[config.mk]
export PLATFORM = sky130hd
export DESIGN_NAME = six_bit_ascii_frame_decoder
export DESIGN_NICKNAME = d
export VERILOG_FILES = /design/src/rtl/fsd_pkg.sv /design/src/rtl/six_bit_ascii_frame_decoder.sv /design/src/rtl/fsd_core.sv /design/src/rtl/fsd_out_buf.sv
export SDC_FILE = /design/constraint.sdc
export NUM_CORES = 1
export LEC_CHECK = 0
export BUFFER_PORTS_ARGS = -buffer_cell sky130_fd_sc_hd__buf_2
export CORE_ASPECT_RATIO = 1.4
export CORE_UTILIZATION = 45
export CTS_CLUSTER_SIZE = 25
export DETAILED_ROUTE_END_ITERATION = 10
export MAX_ROUTING_LAYER = met4
export PLACE_DENSITY = 0.66
export SKIP_CTS_REPAIR_TIMING = 1
export SLEW_MARGIN = 20
export SYNTH_ARGS = -nofsm -noshare
export SYNTH_HDL_FRONTEND = slang
export SYNTH_SLANG_ARGS = --single-unit
[constraint.sdc]
create_clock -name clk -period 5.5 [get_ports clk]
set_input_delay 0.55 -clock clk [delete_from_list [all_inputs] [get_ports clk]]
set_output_delay 0.55 -clock clk [all_outputs]
set_load 0.005 [all_outputs]
[src/rtl/fsd_pkg.sv]
// Package with the types and constants of the six-bit frame decoder.
`timescale 1ns / 1ps

package fsd_pkg;

	// Framing characters and the digit range.
	localparam logic [7:0] CH_STX     = 8'h02;
	localparam logic [7:0] CH_ETX     = 8'h03;
	localparam logic [7:0] DIGIT_BASE = 8'd48;
	localparam logic [7:0] DIGIT_LAST = 8'd111;

	// Reset value of the frame length limit.
	localparam logic [15:0] MAX_FRAME_BYTES_RST = 16'd264;

	// Frame status codes carried on the end result.
	typedef enum logic [1:0] {
		STATUS_OK        = 2'd0,
		STATUS_OVERFLOW  = 2'd1,
		STATUS_MALFORMED = 2'd2
	} status_t;

	// One result item.
	typedef struct packed {
		logic [7:0]  out_byte;
		logic        frame_end;
		status_t     frame_status;
		logic [15:0] frame_bytes;
	} result_t;

endpackage

[src/rtl/six_bit_ascii_frame_decoder.sv]
// Top level of the six-bit printable frame decoder.
// The decoder takes one received character per cycle: STX opens a frame,
// each character from 48 to 111 adds a six-bit digit, and every completed
// byte within the frame length limit appears as a data result, while ETX
// closes the frame with an end result that carries the status and the byte
// count. A character is held in an input register, decoded against the
// frame state and written into a two-entry output buffer, so a result is
// offered from the output buffer register once its character has passed
// the input register. One transfer per cycle is sustained as long as
// results are taken; when both output buffer entries are full the input
// side stalls until the downstream side takes a result.
`timescale 1ns / 1ps

module six_bit_ascii_frame_decoder
	import fsd_pkg::*;
(
	input  logic        clk,
	input  logic        arst_n,
	input  logic        cfg_wr_en,
	input  logic [15:0] cfg_wr_data,
	input  logic        in_valid,
	output logic        in_ready,
	input  logic [7:0]  rx_char,
	output logic        out_valid,
	input  logic        out_ready,
	output logic [7:0]  out_byte,
	output logic        frame_end,
	output logic [1:0]  frame_status,
	output logic [15:0] frame_bytes
);

	logic       valid_s1;
	logic [7:0] char_s1;
	logic       room;
	logic       step;
	logic       res_valid;
	result_t    res;
	result_t    out_data;

	assign step     = valid_s1 && room;
	assign in_ready = !valid_s1 || room;

	// Input register: holds the character until the decoder can take it.
	always_ff @(posedge clk or negedge arst_n) begin
		if (!arst_n) begin
			valid_s1 <= 1'b0;
		end else if (in_ready) begin
			valid_s1 <= in_valid;
		end
	end

	always_ff @(posedge clk) begin
		if (in_ready && in_valid) begin
			char_s1 <= rx_char;
		end
	end

	// Decoder with frame state.
	fsd_core u_core (
		.clk         (clk),
		.arst_n      (arst_n),
		.cfg_wr_en   (cfg_wr_en),
		.cfg_wr_data (cfg_wr_data),
		.step        (step),
		.char_s1     (char_s1),
		.res_valid   (res_valid),
		.res         (res)
	);

	// Result buffer toward the output channel.
	fsd_out_buf u_out_buf (
		.clk       (clk),
		.arst_n    (arst_n),
		.push      (step && res_valid),
		.push_data (res),
		.room      (room),
		.out_valid (out_valid),
		.out_ready (out_ready),
		.out_data  (out_data)
	);

	assign out_byte     = out_data.out_byte;
	assign frame_end    = out_data.frame_end;
	assign frame_status = out_data.frame_status;
	assign frame_bytes  = out_data.frame_bytes;

endmodule

[src/rtl/fsd_core.sv]
// Frame state and per-character decode of the six-bit frame decoder.
`timescale 1ns / 1ps

module fsd_core
	import fsd_pkg::*;
(
	input  logic        clk,
	input  logic        arst_n,
	input  logic        cfg_wr_en,
	input  logic [15:0] cfg_wr_data,
	input  logic        step,
	input  logic [7:0]  char_s1,
	output logic        res_valid,
	output result_t     res
);

	logic [15:0] max_frame_bytes_q;
	logic        in_frame_q, in_frame_n;
	logic [1:0]  phase_q, phase_n;
	logic [5:0]  carry_q, carry_n;
	logic [15:0] count_q, count_n;
	logic        overflow_q, overflow_n;
	logic        malformed_q, malformed_n;
	logic [7:0]  diff;
	logic [5:0]  digit;
	logic        emit;
	logic [7:0]  byte_c;
	logic        malformed_end;

	assign diff  = char_s1 - DIGIT_BASE;
	assign digit = diff[5:0];

	// Limit register; the user must write it only while the block is idle, the block does not enforce this.
	always_ff @(posedge clk or negedge arst_n) begin
		if (!arst_n) begin
			max_frame_bytes_q <= MAX_FRAME_BYTES_RST;
		end else if (cfg_wr_en) begin
			max_frame_bytes_q <= cfg_wr_data;
		end
	end

	// Next frame state and the result of the current character.
	always_comb begin
		in_frame_n    = in_frame_q;
		phase_n       = phase_q;
		carry_n       = carry_q;
		count_n       = count_q;
		overflow_n    = overflow_q;
		malformed_n   = malformed_q;
		emit          = 1'b0;
		byte_c        = '0;
		res_valid     = 1'b0;
		res           = '0;
		malformed_end = malformed_q || (phase_q == 2'd1);
		if (char_s1 == CH_STX) begin
			in_frame_n  = 1'b1;
			phase_n     = '0;
			carry_n     = '0;
			count_n     = '0;
			overflow_n  = 1'b0;
			malformed_n = 1'b0;
		end else if (in_frame_q) begin
			if (char_s1 == CH_ETX) begin
				res_valid       = 1'b1;
				res.frame_end   = 1'b1;
				res.frame_bytes = count_q;
				if (overflow_q) begin
					res.frame_status = STATUS_OVERFLOW;
				end else if (malformed_end) begin
					res.frame_status = STATUS_MALFORMED;
				end else begin
					res.frame_status = STATUS_OK;
				end
				in_frame_n  = 1'b0;
				phase_n     = '0;
				carry_n     = '0;
				count_n     = '0;
				overflow_n  = 1'b0;
				malformed_n = 1'b0;
			end else if (!(char_s1 inside {[DIGIT_BASE:DIGIT_LAST]})) begin
				malformed_n = 1'b1;
			end else begin
				case (phase_q)
					2'd0: begin
						carry_n = digit;
						phase_n = 2'd1;
					end
					2'd1: begin
						byte_c  = {digit[1:0], carry_q};
						carry_n = {2'b00, digit[5:2]};
						phase_n = 2'd2;
						emit    = 1'b1;
					end
					2'd2: begin
						byte_c  = {digit[3:0], carry_q[3:0]};
						carry_n = {4'b0000, digit[5:4]};
						phase_n = 2'd3;
						emit    = 1'b1;
					end
					default: begin
						byte_c  = {digit, carry_q[1:0]};
						carry_n = '0;
						phase_n = 2'd0;
						emit    = 1'b1;
					end
				endcase
			end
		end
		// A completed byte is delivered unless the frame is already full.
		if (emit) begin
			if (count_q >= max_frame_bytes_q) begin
				overflow_n = 1'b1;
			end else begin
				count_n      = count_q + 16'd1;
				res_valid    = 1'b1;
				res.out_byte = byte_c;
			end
		end
	end

	// Frame state registers advance once per processed character.
	always_ff @(posedge clk or negedge arst_n) begin
		if (!arst_n) begin
			in_frame_q  <= 1'b0;
			phase_q     <= '0;
			carry_q     <= '0;
			count_q     <= '0;
			overflow_q  <= 1'b0;
			malformed_q <= 1'b0;
		end else if (step) begin
			in_frame_q  <= in_frame_n;
			phase_q     <= phase_n;
			carry_q     <= carry_n;
			count_q     <= count_n;
			overflow_q  <= overflow_n;
			malformed_q <= malformed_n;
		end
	end

endmodule

[src/rtl/fsd_out_buf.sv]
// Two-entry result register with skid stage for the six-bit frame decoder.
`timescale 1ns / 1ps

module fsd_out_buf
	import fsd_pkg::*;
(
	input  logic    clk,
	input  logic    arst_n,
	input  logic    push,
	input  result_t push_data,
	output logic    room,
	output logic    out_valid,
	input  logic    out_ready,
	output result_t out_data
);

	logic    main_valid_q;
	logic    skid_valid_q;
	result_t main_q;
	result_t skid_q;
	logic    pop;

	assign room      = !skid_valid_q;
	assign out_valid = main_valid_q;
	assign out_data  = main_q;
	assign pop       = main_valid_q && out_ready;

	// Valid flags of the result and skid entries.
	always_ff @(posedge clk or negedge arst_n) begin
		if (!arst_n) begin
			main_valid_q <= 1'b0;
			skid_valid_q <= 1'b0;
		end else if (pop) begin
			if (skid_valid_q) begin
				skid_valid_q <= 1'b0;
			end else begin
				main_valid_q <= push;
			end
		end else if (push) begin
			if (main_valid_q) begin
				skid_valid_q <= 1'b1;
			end else begin
				main_valid_q <= 1'b1;
			end
		end
	end

	// Payload moves into the free entry; the skid entry refills the result entry.
	always_ff @(posedge clk) begin
		if (pop) begin
			if (skid_valid_q) begin
				main_q <= skid_q;
			end else begin
				main_q <= push_data;
			end
		end else if (push) begin
			if (main_valid_q) begin
				skid_q <= push_data;
			end else begin
				main_q <= push_data;
			end
		end
	end

endmodule

==> out/results.md <==
| Group | Parameter | Reported |
| --- | --- | --- |
| setup path | Depth of the critical timing path with buffers and inverters included | 9 |
| setup path | Setup crit start kind | register |
| yosys | Netlist area before placement | 0.00539 mm2 |
| layout | Post-synthesis to final-layout area growth | 12.6% |
| drt | Wire length after detailed routing | 10,200 um |
| global routing | Overflow left after global routing | 0 |
| setup path | Category of the critical setup timing path | reg -> reg |
| drt | WL/cell | 15.4 um |
| layout | Number of nets in the layout | 570 |
| min path | Class of the tightest hold or removal check | in -> async |
| setup path | Sequence of cells on the critical path | inv_1, ha_1, or4b_4, nor2_4, nand3_1, inv_1, a21oi_1, nor4b_2, buf_4 |
| floorplan | Initial Util | 46.9% |
| power and ir drop | Lkg Pwr | 2.48 nW |
| yosys | Most area-hungry cell type in the Yosys netlist | sky130_fd_sc_hd__edfxtp_1 |
| setup path | Worst Path Required | 5540 ps |
| power and ir drop | Power Dens Cells | 289 mW/mm2 |
| timing | Max-Slew Margin vs Limit | 33.3% |
| drt | Post-route antenna net violation count | 0 |
| drt | Violation count after the first detailed-routing iteration | 228 |
| global routing | Met2 usage in global routing | 28.0% |
| yosys | Ys flop type | sky130_fd_sc_hd__edfxtp_1 |
| yosys | Synth top area share | 34.5% |
| timing | Fmax achieved | 271 MHz |
| drt | Count of unresolved DRC violations after routing | 0 |
| floorplan | Top-Level Pins | 58 |
| global routing | Number of antenna violations at the first check in global routing | 0 |
| drt | Via density | 5.42 |
| global routing | Largest net degree at the start of global routing | 47 |
| yosys | Syn_area_per_cell | 11.5 um2 |
| floorplan | Placeable Area | 0.0115 mm2 |
| yosys | Number of flip-flops and latches in the synthesized netlist | 108 |
| yosys | Count of cell types in the netlist | 60 |
| clock tree | Root buf cell | sky130_fd_sc_hd__clkbuf_16 |
| timing | Setup clock skew after layout | 9.08 ps |
| timing | Hold Slack | 195 ps |
| setup path | Max stage delay cell, worst path | sky130_fd_sc_hd__nor4b_2 |
| yosys | Sequential area share after synthesis | 55.9% |
| floorplan | Die Ht | 132 um |
| clock tree | TritonCTS clock tree | built |
| global routing | Routing usage on met1 | 25.2% |
| drt | Detailed-routing iteration count for the pre-antenna-repair pass | 5 |
| yosys | Top area cells in the synthesized netlist | sky130_fd_sc_hd__edfxtp_1 (35%), sky130_fd_sc_hd__dfrtp_1 (20%), sky130_fd_sc_hd__ha_1 (5.6%) |
| timing | Time the worst path needs with I/O delays and setup | 3690 ps |
| run | Max-cap violations | 0 |
| yosys | Synthesized net count | 524 |
| global routing | Met3 track demand over resource in global routing | 3.47% |
| placement | Detailed-placement wirelength estimate | 7390 um |
| outcome | Outcome | finished, final reports clean |
| setup path | Top cell by count, worst path | sky130_fd_sc_hd__inv_1 |
| global routing | Wire length of the first global-routing pass | 17,500 um |
| yosys | Share of synthesized flip-flops with an asynchronous set or reset | 42.6% |
| timing | RSZ-0062 raised after global routing | no |
| placement | Final weighted congestion in routability-driven placement | 0.853 |
| setup path | Sum of buffers and inverters on the critical path | 3 |
| clock tree | Maximum level of the CTS H-tree | 3 |
| setup path | Largest fanout on the critical path | 20 |
| yosys | Mapped Cells | 471 |
| placement | Buffers on Ports | 57 |
| timing | Number of pins exceeding their max-slew limit in the final report | 0 |
| power and ir drop | Maximum VDD drop | 0.000155 V |
| yosys | Synth warnings | 0 |
| setup path | Crit. End Element | register |
| global routing | Most used routing layer | met2 |
| clock tree | Clock slew at reported path FFs | 70 ps |
| clock tree | Worst-Skew Late Latency | 360 ps |
| global routing | Total GRT Usage | 18.6% |
| timing | Worst slew pin tran | 995 ps |
| setup path | Maximum cell stage delay along the critical path | 820 ps |
| layout | Fraction of layout instances using a drive strength above 1 | 22.6% |
| setup path | Arrival time of the worst setup path | 3720 ps |
| timing | Total Neg Setup Slack | 0 ps |
| setup path | Logic depth of the worst register-to-register path | 9 |
| floorplan | Total number of placement rows | 46 |
| yosys | Number of enable flip-flop cells after synthesis | 62 |
| clock tree | Num CTS Buffers | 9 |
| drt | Via total after detailed routing | 3,611 |
| floorplan | Die Span X | 94.5 um |
| setup path | Largest delay share family, worst path | simple AND/OR/NAND/NOR gates |
| timing | Hold Violations, Final | 0 |
| timing | Final setup violating endpoints | 0 |
| timing | Final cycle utilization of the critical path | 67.0% |
| global routing | Via count of the first global-routing pass | 3,422 |
| clock tree | Clock net sink count | 108 |
| floorplan | Overall die area | 0.0124 mm2 |
| layout | Antenna diode instance count | 0 |
| layout | FILL cells | 1,046 |
| clock tree | Max Root-Sink Buffers | 2 |
-- final cells by class --
class                           count  area (um2)  share of cell area, %
Multi-Input combinational cell    314        2150                   35.5
Timing Repair Buffer               60         318                   5.23
Clock buffer                       10         229                   3.77
Sequential cell                   108        3020                   49.7
Clock inverter                      6        86.3                   1.42
Inverter                           24        90.1                   1.48
Tap cell                          144         180                   2.97
-- worst reg2reg max path, delay by kind of cell, from the launching register on --
kind	cells	cell delay, ps
flops	1	410
fa+ha+maj	1	160
compound gates	1	190
buf+inv	3	930
simple gates	4	1670
-- kinds of logic (layout without fill, tap and decap cells) --
kind of cell    count (synthesis)  count (layout)  synth area share, %
compound gates                 93              93                 11.9
simple gates                  169             169                 16.4
mux                            27              27                 5.52
buf+inv                        49             100                 4.55
xor+xnor                        1               1                0.162
flops                         108             108                 55.9
fa+ha+maj                      24              24                 5.57
-- where the power goes --
part           switching [W]  internal [W]  total, W
Combinational       0.000102     0.0000602  0.000162
Sequential         0.0000206      0.000884  0.000904
Clock               0.000289      0.000400  0.000689
Total               0.000411       0.00134   0.00175
-- worst paths after layout --
kind | start | endpoint | slack (ps)
hold / removal | arst_n | u_core.carry_q[1] | 200
setup / recovery | char_s1[4] | u_out_buf.skid_q[8] | 1810
hold reg to reg | u_core.carry_q[4] | u_core.carry_q[4] | 490
setup reg to reg | char_s1[4] | u_out_buf.skid_q[8] | 1810
min in group clk | rx_char[5] | char_s1[5] | 370
max in group asynchronous | arst_n | u_core.count_q[1] | 4890
-- registers in the layout (all words and copies together) (netlist names) --
name / count
char_s1: 8
u_core.carry_q: 6
u_core.count_q: 16
u_core.in_frame_q: 1
u_core.malformed_q: 1
u_core.max_frame_bytes_q: 16
u_core.overflow_q: 1
u_core.phase_q: 2
u_out_buf.out_data: 27
u_out_buf.out_valid: 1
u_out_buf.skid_q: 27
u_out_buf.skid_valid_q: 1
valid_s1: 1
-- synth_stat cells (all sizes together), types with 5 or more instances --
cell    count
a21oi      12
a22oi       6
a31o        5
and2       17
and3        8
buf         9
clkbuf     16
dfrtp      44
edfxtp     62
ha         24
inv        24
mux2       22
mux2i       5
nand2      59
nand3      19
nand4       6
nor2       26
nor3       10
o21ai      27
o22ai       6
o31ai      11
-- layout by cell type (no fill, tap or decap), drive strengths merged, types with 3 or more instances in the layout --
master	netlist	routed
a211o	3	3
a21oi	12	12
a22oi	6	6
a31o	5	5
a31oi	3	3
a32o	3	3
and2	17	17
and3	8	8
buf	9	60
clkbuf	16	10
dfrtp	44	44
edfxtp	62	62
ha	24	24
inv	24	26
mux2	22	22
mux2i	5	5
nand2	59	59
nand2b	3	3
nand3	19	19
nand4	6	6
nor2	26	26
nor3	10	10
nor3b	3	3
o211ai	3	3
o21ai	27	27
o22ai	6	6
o311ai	3	3
o31ai	11	11
or2b	3	3
-- stage by stage --
stage	area, um2	setup slack, ps	utilization [%]	cells	total power (W)
after global placement	5740	1900	49.9	649	0.00107
final	6070	1810	52.8	666	0.00175
after global routing	6070	1470	52.8	666	0.00183
after floorplan	5390	274	-	471	0.00103
after detailed placement	5750	1780	50.0	650	0.00108
after CTS	6070	1750	52.7	666	0.00177
-- metal layers --
layer  vias to the layer above  part of all wire (%)
met4                         0                   1.5
met3                        11                   3.7
met5                         -                     0
met1                      1706                    47
met2                        76                    48
li1                       1818                     -
Note: power is estimated with default switching activity, not from simulation.
